`config.mk`:
```
export PLATFORM = sky130hd
export DESIGN_NAME = uart_rx_tx_ring_buffer
export DESIGN_NICKNAME = d
export VERILOG_FILES = /design/src/sv/urtrb_pkg.sv /design/src/sv/urtrb_ram.sv /design/src/sv/urtrb_ctl.sv /design/src/sv/urtrb_dp.sv /design/src/sv/uart_rx_tx_ring_buffer.sv
export VERILOG_INCLUDE_DIRS = /design/src /design/src/sv
export SDC_FILE = /design/constraint.sdc
export NUM_CORES = 1
export LEC_CHECK = 0
export ABC_AREA = 1
export BUFFER_PORTS_ARGS = -buffer_cell sky130_fd_sc_hd__buf_2
export CAP_MARGIN = 10
export CORE_MARGIN = 2
export CORE_UTILIZATION = 40
export DETAILED_ROUTE_END_ITERATION = 12
export PLACE_DENSITY = 0.61
export SKIP_CTS_REPAIR_TIMING = 1
export SLEW_MARGIN = 10
export SYNTH_ARGS = -nofsm -noshare
export SYNTH_HDL_FRONTEND = slang
export SYNTH_SLANG_ARGS = --single-unit
```
`constraint.sdc`:
```
create_clock -name clk_i -period 6.2 [get_ports clk_i]
set_input_delay 0.62 -clock clk_i [delete_from_list [all_inputs] [get_ports clk_i]]
set_output_delay 0.62 -clock clk_i [all_outputs]
set_load 0.03 [all_outputs]
```
`src/sv/uart_rx_tx_ring_buffer_assert.svh`:
```
// Assertion macros for the serial-port ring buffer.
// ASSERT_CLK checks an expression at every rising clock edge outside reset.
// ASSERT_IMP checks that an antecedent implies a consequent in the same cycle.
// ASSERT_NXT checks that an antecedent implies a consequent in the next cycle.
`ifndef UART_RX_TX_RING_BUFFER_ASSERT_SVH
`define UART_RX_TX_RING_BUFFER_ASSERT_SVH

`ifndef SYNTHESIS

`define ASSERT_CLK(lbl, expr, msg) \
  lbl: assert property (@(posedge clk_i) disable iff (!rst_ni) (expr)) else $error(msg);

`define ASSERT_IMP(lbl, ante, cons, msg) \
  lbl: assert property (@(posedge clk_i) disable iff (!rst_ni) (ante) |-> (cons)) \
    else $error(msg);

`define ASSERT_NXT(lbl, ante, cons, msg) \
  lbl: assert property (@(posedge clk_i) disable iff (!rst_ni) (ante) |=> (cons)) \
    else $error(msg);

`else

`define ASSERT_CLK(lbl, expr, msg)
`define ASSERT_IMP(lbl, ante, cons, msg)
`define ASSERT_NXT(lbl, ante, cons, msg)

`endif

`endif

```
`src/sv/urtrb_pkg.sv`:
```
`default_nettype none

package urtrb_pkg;

  localparam int DATA_W      = 8;
  localparam int ACT_W       = 3;
  localparam int CFG_W       = 7;
  localparam int FILL_W      = 6;
  localparam int CFG_IDX_W   = 1;
  localparam int RX_DEPTH_DEF = 64;
  localparam int TX_DEPTH_DEF = 64;

  localparam logic [CFG_W-1:0] SIZE_RESET = 7'd64;

  typedef enum logic [CFG_IDX_W-1:0] {
    REG_RX_RING_SIZE = 1'b0,
    REG_TX_RING_SIZE = 1'b1
  } cfg_reg_e;

  typedef enum logic [ACT_W-1:0] {
    ACT_RX_BYTE    = 3'd0,
    ACT_HOST_READ  = 3'd1,
    ACT_HOST_PEEK  = 3'd2,
    ACT_HOST_WRITE = 3'd3,
    ACT_TX_READY   = 3'd4
  } action_e;

  typedef enum logic {
    ST_IDLE = 1'b0,
    ST_EXEC = 1'b1
  } ctl_state_e;

  typedef struct packed {
    logic capture;
    logic commit;
  } ctl_cmd_t;

endpackage

`default_nettype wire

```
`src/sv/urtrb_ram.sv`:
```
`default_nettype none

module urtrb_ram #(
  parameter int WIDTH = 8,
  parameter int DEPTH = 64
) (
  input  wire logic                     clk_i,
  input  wire logic                     we_i,
  input  wire logic [$clog2(DEPTH)-1:0] waddr_i,
  input  wire logic [WIDTH-1:0]         wdata_i,
  input  wire logic [$clog2(DEPTH)-1:0] raddr_i,
  output logic      [WIDTH-1:0]         rdata_o
);

  logic [WIDTH-1:0] mem_q [DEPTH];
  logic [WIDTH-1:0] rdata_q;

  always_ff @(posedge clk_i) begin
    if (we_i) begin
      mem_q[waddr_i] <= wdata_i;
    end
    rdata_q <= mem_q[raddr_i];
  end

  assign rdata_o = rdata_q;

endmodule

`default_nettype wire

```
`src/sv/urtrb_ctl.sv`:
```
`default_nettype none

module urtrb_ctl
  import urtrb_pkg::*;
(
  input  wire logic clk_i,
  input  wire logic rst_ni,
  input  wire logic in_valid_i,
  output logic      in_stall_o,
  output logic      out_valid_o,
  input  wire logic out_stall_i,
  output ctl_cmd_t  cmd_o
);

  ctl_state_e state_q, state_d;
  logic       out_valid_q, out_valid_d;
  ctl_cmd_t   cmd;

  // next state
  always_comb begin
    state_d = state_q;
    case (state_q)
      ST_IDLE: begin
        if (in_valid_i) begin
          state_d = ST_EXEC;
        end
      end
      ST_EXEC: begin
        if (!out_valid_q || !out_stall_i) begin
          state_d = ST_IDLE;
        end
      end
      default: state_d = ST_IDLE;
    endcase
  end

  // outputs
  always_comb begin
    cmd        = '0;
    in_stall_o = 1'b1;
    case (state_q)
      ST_IDLE: begin
        in_stall_o  = 1'b0;
        cmd.capture = in_valid_i;
      end
      ST_EXEC: begin
        // commit only once the result register is free or being emptied
        cmd.commit = !out_valid_q || !out_stall_i;
      end
      default: begin
        cmd = '0;
      end
    endcase
    out_valid_d = cmd.commit || (out_valid_q && out_stall_i);
  end

  always_ff @(posedge clk_i or negedge rst_ni) begin
    if (!rst_ni) begin
      state_q     <= ST_IDLE;
      out_valid_q <= 1'b0;
    end else begin
      state_q     <= state_d;
      out_valid_q <= out_valid_d;
    end
  end

  assign out_valid_o = out_valid_q;
  assign cmd_o       = cmd;

endmodule

`default_nettype wire

```
`src/sv/urtrb_dp.sv`:
```
`default_nettype none

module urtrb_dp
  import urtrb_pkg::*;
#(
  parameter int RX_DEPTH = RX_DEPTH_DEF,
  parameter int TX_DEPTH = TX_DEPTH_DEF
) (
  input  wire logic                 clk_i,
  input  wire logic                 rst_ni,
  input  wire ctl_cmd_t             cmd_i,
  input  wire logic [ACT_W-1:0]     action_i,
  input  wire logic [DATA_W-1:0]    data_byte_i,
  input  wire logic                 tx_idle_i,
  input  wire logic                 cfg_we_i,
  input  wire logic [CFG_IDX_W-1:0] cfg_index_i,
  input  wire logic [CFG_W-1:0]     cfg_data_i,
  output logic      [DATA_W-1:0]    read_data_o,
  output logic                      read_valid_o,
  output logic                      write_accepted_o,
  output logic      [DATA_W-1:0]    send_data_o,
  output logic                      send_valid_o,
  output logic                      rx_dropped_o,
  output logic      [FILL_W-1:0]    rx_fill_o,
  output logic      [FILL_W-1:0]    tx_fill_o
);

  localparam int RX_PW = $clog2(RX_DEPTH);
  localparam int RX_EW = RX_PW + 1;
  localparam int RX_CW = (RX_EW > CFG_W) ? RX_EW : CFG_W;
  localparam int TX_PW = $clog2(TX_DEPTH);
  localparam int TX_EW = TX_PW + 1;
  localparam int TX_CW = (TX_EW > CFG_W) ? TX_EW : CFG_W;

  // captured item
  logic [ACT_W-1:0]  action_q;
  logic [DATA_W-1:0] data_q;
  logic              idle_q;

  // ring sizes and positions
  logic [CFG_W-1:0] rx_size_q, tx_size_q;
  logic [RX_PW-1:0] rx_wp_q, rx_wp_d, rx_rp_q, rx_rp_d;
  logic [TX_PW-1:0] tx_wp_q, tx_wp_d, tx_rp_q, tx_rp_d;

  // result register
  logic [DATA_W-1:0] read_data_q, read_data_d;
  logic              read_valid_q, read_valid_d;
  logic              accepted_q, accepted_d;
  logic [DATA_W-1:0] send_data_q, send_data_d;
  logic              send_valid_q, send_valid_d;
  logic              dropped_q, dropped_d;
  logic [FILL_W-1:0] rx_fill_q, rx_fill_d;
  logic [FILL_W-1:0] tx_fill_q, tx_fill_d;

  logic [RX_CW-1:0]  rx_size_ext;
  logic [TX_CW-1:0]  tx_size_ext;
  logic [RX_EW-1:0]  rx_eff, rx_wp_inc, rx_rp_inc, rx_fill_ew;
  logic [TX_EW-1:0]  tx_eff, tx_wp_inc, tx_rp_inc, tx_fill_ew;
  logic [RX_PW-1:0]  rx_wnext, rx_rnext;
  logic [TX_PW-1:0]  tx_wnext, tx_rnext;
  logic              rx_empty, tx_empty;
  logic              rx_we, tx_we;
  logic [DATA_W-1:0] rx_rdata, tx_rdata;

  // effective sizes, clamped to [2, depth]
  assign rx_size_ext = RX_CW'(rx_size_q);
  assign tx_size_ext = TX_CW'(tx_size_q);
  assign rx_eff = (rx_size_ext < RX_CW'(2))        ? RX_EW'(2) :
                  (rx_size_ext > RX_CW'(RX_DEPTH)) ? RX_EW'(RX_DEPTH) :
                                                     RX_EW'(rx_size_ext);
  assign tx_eff = (tx_size_ext < TX_CW'(2))        ? TX_EW'(2) :
                  (tx_size_ext > TX_CW'(TX_DEPTH)) ? TX_EW'(TX_DEPTH) :
                                                     TX_EW'(tx_size_ext);

  // wrap increments
  assign rx_wp_inc = {1'b0, rx_wp_q} + RX_EW'(1);
  assign rx_rp_inc = {1'b0, rx_rp_q} + RX_EW'(1);
  assign tx_wp_inc = {1'b0, tx_wp_q} + TX_EW'(1);
  assign tx_rp_inc = {1'b0, tx_rp_q} + TX_EW'(1);
  assign rx_wnext  = (rx_wp_inc == rx_eff) ? '0 : rx_wp_inc[RX_PW-1:0];
  assign rx_rnext  = (rx_rp_inc == rx_eff) ? '0 : rx_rp_inc[RX_PW-1:0];
  assign tx_wnext  = (tx_wp_inc == tx_eff) ? '0 : tx_wp_inc[TX_PW-1:0];
  assign tx_rnext  = (tx_rp_inc == tx_eff) ? '0 : tx_rp_inc[TX_PW-1:0];

  assign rx_empty = (rx_wp_q == rx_rp_q);
  assign tx_empty = (tx_wp_q == tx_rp_q);

  urtrb_ram #(
    .WIDTH (DATA_W),
    .DEPTH (RX_DEPTH)
  ) u_rx_ram (
    .clk_i   (clk_i),
    .we_i    (rx_we),
    .waddr_i (rx_wp_q),
    .wdata_i (data_q),
    .raddr_i (rx_rp_q),
    .rdata_o (rx_rdata)
  );

  urtrb_ram #(
    .WIDTH (DATA_W),
    .DEPTH (TX_DEPTH)
  ) u_tx_ram (
    .clk_i   (clk_i),
    .we_i    (tx_we),
    .waddr_i (tx_wp_q),
    .wdata_i (data_q),
    .raddr_i (tx_rp_q),
    .rdata_o (tx_rdata)
  );

  // step logic; read data is valid from the cycle after capture
  always_comb begin
    rx_wp_d      = rx_wp_q;
    rx_rp_d      = rx_rp_q;
    tx_wp_d      = tx_wp_q;
    tx_rp_d      = tx_rp_q;
    rx_we        = 1'b0;
    tx_we        = 1'b0;
    read_data_d  = '0;
    read_valid_d = 1'b0;
    accepted_d   = 1'b0;
    send_data_d  = '0;
    send_valid_d = 1'b0;
    dropped_d    = 1'b0;
    case (action_q)
      ACT_RX_BYTE: begin
        rx_we   = cmd_i.commit;
        rx_wp_d = rx_wnext;
        if (rx_wnext == rx_rp_q) begin
          rx_rp_d   = rx_rnext;
          dropped_d = 1'b1;
        end
      end
      ACT_HOST_READ, ACT_HOST_PEEK: begin
        if (!rx_empty) begin
          read_data_d  = rx_rdata;
          read_valid_d = 1'b1;
          if (action_q == ACT_HOST_READ) begin
            rx_rp_d = rx_rnext;
          end
        end
      end
      ACT_HOST_WRITE: begin
        if (tx_empty && idle_q) begin
          send_data_d  = data_q;
          send_valid_d = 1'b1;
          accepted_d   = 1'b1;
        end else if (tx_wnext != tx_rp_q) begin
          tx_we      = cmd_i.commit;
          tx_wp_d    = tx_wnext;
          accepted_d = 1'b1;
          // ring cannot be empty here when idle, so the kick always pops
          if (idle_q) begin
            send_data_d  = tx_rdata;
            send_valid_d = 1'b1;
            tx_rp_d      = tx_rnext;
          end
        end
      end
      ACT_TX_READY: begin
        if (!tx_empty) begin
          send_data_d  = tx_rdata;
          send_valid_d = 1'b1;
          tx_rp_d      = tx_rnext;
        end
      end
      default: begin
        rx_we = 1'b0;
      end
    endcase

    rx_fill_ew = (rx_wp_d >= rx_rp_d) ? ({1'b0, rx_wp_d} - {1'b0, rx_rp_d})
                                      : (rx_eff + {1'b0, rx_wp_d} - {1'b0, rx_rp_d});
    tx_fill_ew = (tx_wp_d >= tx_rp_d) ? ({1'b0, tx_wp_d} - {1'b0, tx_rp_d})
                                      : (tx_eff + {1'b0, tx_wp_d} - {1'b0, tx_rp_d});
    rx_fill_d  = FILL_W'(rx_fill_ew);
    tx_fill_d  = FILL_W'(tx_fill_ew);
  end

  always_ff @(posedge clk_i) begin
    if (cmd_i.capture) begin
      action_q <= action_i;
      data_q   <= data_byte_i;
      idle_q   <= tx_idle_i;
    end
    if (cmd_i.commit) begin
      read_data_q  <= read_data_d;
      read_valid_q <= read_valid_d;
      accepted_q   <= accepted_d;
      send_data_q  <= send_data_d;
      send_valid_q <= send_valid_d;
      dropped_q    <= dropped_d;
      rx_fill_q    <= rx_fill_d;
      tx_fill_q    <= tx_fill_d;
    end
  end

  always_ff @(posedge clk_i or negedge rst_ni) begin
    if (!rst_ni) begin
      rx_size_q <= SIZE_RESET;
      tx_size_q <= SIZE_RESET;
      rx_wp_q   <= '0;
      rx_rp_q   <= '0;
      tx_wp_q   <= '0;
      tx_rp_q   <= '0;
    end else if (cfg_we_i) begin
      // a size write empties its ring
      if (cfg_index_i == REG_RX_RING_SIZE) begin
        rx_size_q <= cfg_data_i;
        rx_wp_q   <= '0;
        rx_rp_q   <= '0;
      end else begin
        tx_size_q <= cfg_data_i;
        tx_wp_q   <= '0;
        tx_rp_q   <= '0;
      end
    end else if (cmd_i.commit) begin
      rx_wp_q <= rx_wp_d;
      rx_rp_q <= rx_rp_d;
      tx_wp_q <= tx_wp_d;
      tx_rp_q <= tx_rp_d;
    end
  end

  assign read_data_o      = read_data_q;
  assign read_valid_o     = read_valid_q;
  assign write_accepted_o = accepted_q;
  assign send_data_o      = send_data_q;
  assign send_valid_o     = send_valid_q;
  assign rx_dropped_o     = dropped_q;
  assign rx_fill_o        = rx_fill_q;
  assign tx_fill_o        = tx_fill_q;

endmodule

`default_nettype wire

```
`src/sv/uart_rx_tx_ring_buffer.sv`:
```
// Byte buffering for one serial port: a receive ring and a transmit ring, each held in a
// single-port-write, registered-read RAM of RX_DEPTH / TX_DEPTH bytes. One input transfer
// carries one action (byte received, host read, host peek, host write, transmitter ready)
// and yields exactly one result transfer with the returned or sent byte, the status flags
// and both fill counts after the step. Each item is captured, which lets the ring RAMs
// present the oldest byte at their registered read port, then committed, which updates
// the positions and loads the result register. The result register parts the two sides,
// so a new item is taken while an earlier result still waits under out stall. Register 0
// sets the receive ring length and register 1 the transmit ring length (clamped to
// 2..depth, one byte fewer usable); writing either empties that ring. Write them only
// while no item is in flight. The RAMs need no clearing after reset: a read only reaches
// bytes written since the ring was last empty.
`default_nettype none

`include "uart_rx_tx_ring_buffer_assert.svh"

module uart_rx_tx_ring_buffer
  import urtrb_pkg::*;
#(
  parameter int RX_DEPTH = RX_DEPTH_DEF,
  parameter int TX_DEPTH = TX_DEPTH_DEF
) (
  input  wire logic                 clk_i,
  input  wire logic                 rst_ni,
  // item input
  input  wire logic                 in_valid_i,
  output logic                      in_stall_o,
  input  wire logic [ACT_W-1:0]     action_i,
  input  wire logic [DATA_W-1:0]    data_byte_i,
  input  wire logic                 tx_idle_i,
  // result output
  output logic                      out_valid_o,
  input  wire logic                 out_stall_i,
  output logic      [DATA_W-1:0]    read_data_o,
  output logic                      read_valid_o,
  output logic                      write_accepted_o,
  output logic      [DATA_W-1:0]    send_data_o,
  output logic                      send_valid_o,
  output logic                      rx_dropped_o,
  output logic      [FILL_W-1:0]    rx_fill_o,
  output logic      [FILL_W-1:0]    tx_fill_o,
  // register writes
  input  wire logic                 cfg_we_i,
  input  wire logic [CFG_IDX_W-1:0] cfg_index_i,
  input  wire logic [CFG_W-1:0]     cfg_data_i
);

  ctl_cmd_t cmd;

  // sequencer: capture, then commit once the result register is free or being emptied
  urtrb_ctl u_ctl (
    .clk_i       (clk_i),
    .rst_ni      (rst_ni),
    .in_valid_i  (in_valid_i),
    .in_stall_o  (in_stall_o),
    .out_valid_o (out_valid_o),
    .out_stall_i (out_stall_i),
    .cmd_o       (cmd)
  );

  // rings, positions, size registers and result payload
  urtrb_dp #(
    .RX_DEPTH (RX_DEPTH),
    .TX_DEPTH (TX_DEPTH)
  ) u_dp (
    .clk_i            (clk_i),
    .rst_ni           (rst_ni),
    .cmd_i            (cmd),
    .action_i         (action_i),
    .data_byte_i      (data_byte_i),
    .tx_idle_i        (tx_idle_i),
    .cfg_we_i         (cfg_we_i),
    .cfg_index_i      (cfg_index_i),
    .cfg_data_i       (cfg_data_i),
    .read_data_o      (read_data_o),
    .read_valid_o     (read_valid_o),
    .write_accepted_o (write_accepted_o),
    .send_data_o      (send_data_o),
    .send_valid_o     (send_valid_o),
    .rx_dropped_o     (rx_dropped_o),
    .rx_fill_o        (rx_fill_o),
    .tx_fill_o        (tx_fill_o)
  );

  // a committed step always shows up as a result on the next cycle
  `ASSERT_NXT(a_commit_gives_result, cmd.commit, out_valid_o,
              "committed step did not raise out_valid")
  // the sequencer never captures and commits at once
  `ASSERT_CLK(a_capture_commit_excl, !(cmd.capture && cmd.commit),
              "capture and commit in the same cycle")
  // a read result never comes with a send, a drop or a write acceptance
  `ASSERT_IMP(a_read_excl, out_valid_o && read_valid_o,
              !send_valid_o && !rx_dropped_o && !write_accepted_o,
              "read result mixed with another action's flags")

endmodule

`default_nettype wire

```
==> results.json <==
{
  "clk_pin_slew_ps": 60,
  "r2r_cells": 34,
  "power_leakage_uw": 0.0173,
  "maxCapViolations": 0,
  "dp_hpwl_um": 68600,
  "cts_sinks": 1124,
  "layoutNonFillerInstCount": 5160,
  "required_ps": 6640,
  "path_common_cell": "nand2_1",
  "syn_area_per_cell_um2": 12.9,
  "reg2reg_slack_ps": 990,
  "cts.path.max_buffers": 3,
  "core-area_um2": 114000,
  "finClkSkew_ps": 23.7,
  "drt-initial-drc-count": 3286,
  "async_flop_share": 0.0356,
  "ys_ff_latch": 1124,
  "die_w_um": 343,
  "grt_pass1_vias": 28400,
  "grt_max_degree": 129,
  "cts_root_buf": "clkbuf_16",
  "grt-ovfl-total": 0,
  "floorplan.initialDensity": 0.403,
  "synth_edf_count": 1068,
  "postSynthCellCount": 3559,
  "area_delta_synth_final_pct": 11.5,
  "yosys_warnings": 0,
  "clock_latency_ps": 680,
  "dp_cells": 4965,
  "fin_setup_tns_ps": 0,
  "regToRegEndpoint": "u_dp.rx_fill_o[5]",
  "hold_class": "in -> async",
  "rsz0062_at_grt": "false",
  "antenna_found_initial": 2,
  "ir_drop_mv": 0.231,
  "critPathMaxFanout": 12,
  "drcViolationCount": 0,
  "cts_buffers": 105,
  "yosysMostFrequentCell": "edfxtp_1",
  "ant_nets": 0,
  "r2r_start": "u_dp.rx_wp_q[0]",
  "final_max_slew_viol_count": 0,
  "die-area_um2": 118000,
  "hold_viol": 0,
  "period_share": 0.840,
  "vias": 29700,
  "synth_top_flop_cell": "edfxtp_1",
  "synthDistinctLibCells": 45,
  "cp-end-kind": "flip-flop",
  "yosys-top-cells-area": "edfxtp_1, a21oi_1, o221ai_1, nand2_1, dfrtp_1",
  "p_per_area_nw_per_um2": 460,
  "synth.largest_area_cell": "edfxtp_1",
  "gp_congestion": 0.897,
  "nNetsFinal": 3623,
  "critPathArrivalTime_ps": 5650,
  "dr.pass1.iters": 6,
  "wirelength_um": 121000,
  "path_class": "reg -> reg",
  "crit_slowest_cell": "dfrtp_1",
  "cts_tree": "built",
  "syn_nets": 3622,
  "tightest_slew_ps": 1180,
  "cp_slowest_stage_delay_ps": 540,
  "vias_per_cell": 5.76,
  "fin_crit_ps": 5210,
  "track_usage": 0.202,
  "fmax_mhz": 192,
  "wl_per_cell_um": 23.4,
  "antenna_cells": 0,
  "numPortBuffers": 58,
  "seq_area_frac_synth": 0.727,
  "synth_top_cell_area_share": 0.699,
  "h-tree-depth": 3,
  "die_h_um": 343,
  "slew_headroom": 0.216,
  "status": "finished clean",
  "setup_violations": 0,
  "grt_pass1_wl_um": 181000,
  "drive_above_1_share": 0.0877,
  "rows": 124,
  "synth_common_cells": "edfxtp_1, nand2_1, a21oi_1",
  "ios": 59,
  "syn-cell-area_um2": 45900,
  "crit_path_start_kind": "flip-flop"
}
worst max-delay path: cells and delay by family (launching register included):
family | cells | cell delay [ps]
AO/OA/AOI/OAI | 5 | 590
XOR/XNOR | 3 | 410
adder cells (fa/ha/maj) | 2 | 770
buffers and inverters | 5 | 400
flip-flops | 1 | 540
AND/OR/NAND/NOR | 19 | 2200
routing by layer:
| layer | vias up | global-route usage | part of all wire |
|---|---|---|---|
| li1 | 13400 | - | - |
| met5 | - | 0 | 0 |
| met2 | 1325 | 0.313 | 0.46 |
| met3 | 176 | 0.0291 | 0.084 |
| met4 | 0 | 0.0574 | 0.023 |
| met1 | 14800 | 0.297 | 0.44 |
cell families after synthesis:
logic type / after synthesis / synth area share
flip-flops: 1124 / 0.727
AO/OA/AOI/OAI: 1030 / 0.135
AND/OR/NAND/NOR: 965 / 0.0876
buffers and inverters: 366 / 0.0305
adder cells (fa/ha/maj): 38 / 0.0123
XOR/XNOR: 36 / 0.00687
cell type report:
cell class	instances	area, µm²
sequential	1124	33400
timing repair buffer	116	763
clock inverter	72	656
tap	1512	1890
clock buffer	123	2750
inverter	144	546
fill	10200	62900
multi-input combinational	2069	11200
sequential cells by signal, summed over array words and instances (netlist names), 8 cells and up:
signal / flops
u_dp.u_rx_ram.mem_q: 512
u_dp.u_tx_ram.mem_q: 512
u_dp.u_rx_ram.rdata_o: 8
u_dp.u_tx_ram.rdata_o: 8
u_dp.read_data_o: 8
u_dp.data_q: 8
u_dp.send_data_o: 8
cell usage in the layout, fill, tap and decap left out, drive strengths merged, types with 116 or more instances in the layout:
cell type and n:
nand3 186, nor2 190, o21ai 199, a21oi 537, o221ai 256, clkbuf 123, edfxtp 1068, buf 116
inv 143, nand2 550
how the worst max path moves through the flow:
stage	start	to	slack [ps]	depth (start not counted)
2_1_floorplan	u_dp.rx_wp_q[1]	u_dp.rx_fill_o[5]	1830	36
6_report	u_dp.rx_wp_q[0]	u_dp.rx_fill_o[5]	990	34
4_1_cts	u_dp.rx_wp_q[0]	u_dp.rx_fill_o[5]	1070	34
3_3_place_gp	u_dp.tx_wp_q[0]	u_dp.tx_fill_o[5]	1140	32
5_1_grt	u_dp.rx_wp_q[0]	u_dp.rx_fill_o[5]	420	34
3_5_place_dp	u_dp.rx_wp_q[0]	u_dp.rx_fill_o[5]	1090	34
stage by stage:
step / utilization / worst slack (ps) / cell area [µm²] / total power [µW] / hold slack [ps]
floorplan: - / 1830 / 45900 / 14700 / 324
global placement: 0.419 / 1140 / 47800 / 17100 / 474
detailed placement: 0.419 / 1090 / 47800 / 17200 / 483
CTS: 0.449 / 1070 / 51200 / 23600 / 38.4
global route: 0.449 / 418 / 51200 / 24800 / 63.5
finish: 0.449 / 991 / 51200 / 23500 / 27.7
power by group:
group          internal, µW  switching (µW)
logic                  2310            5520
clock network          3590            2800
registers              8930             395
Note: power is estimated with default switching activity, not from simulation.
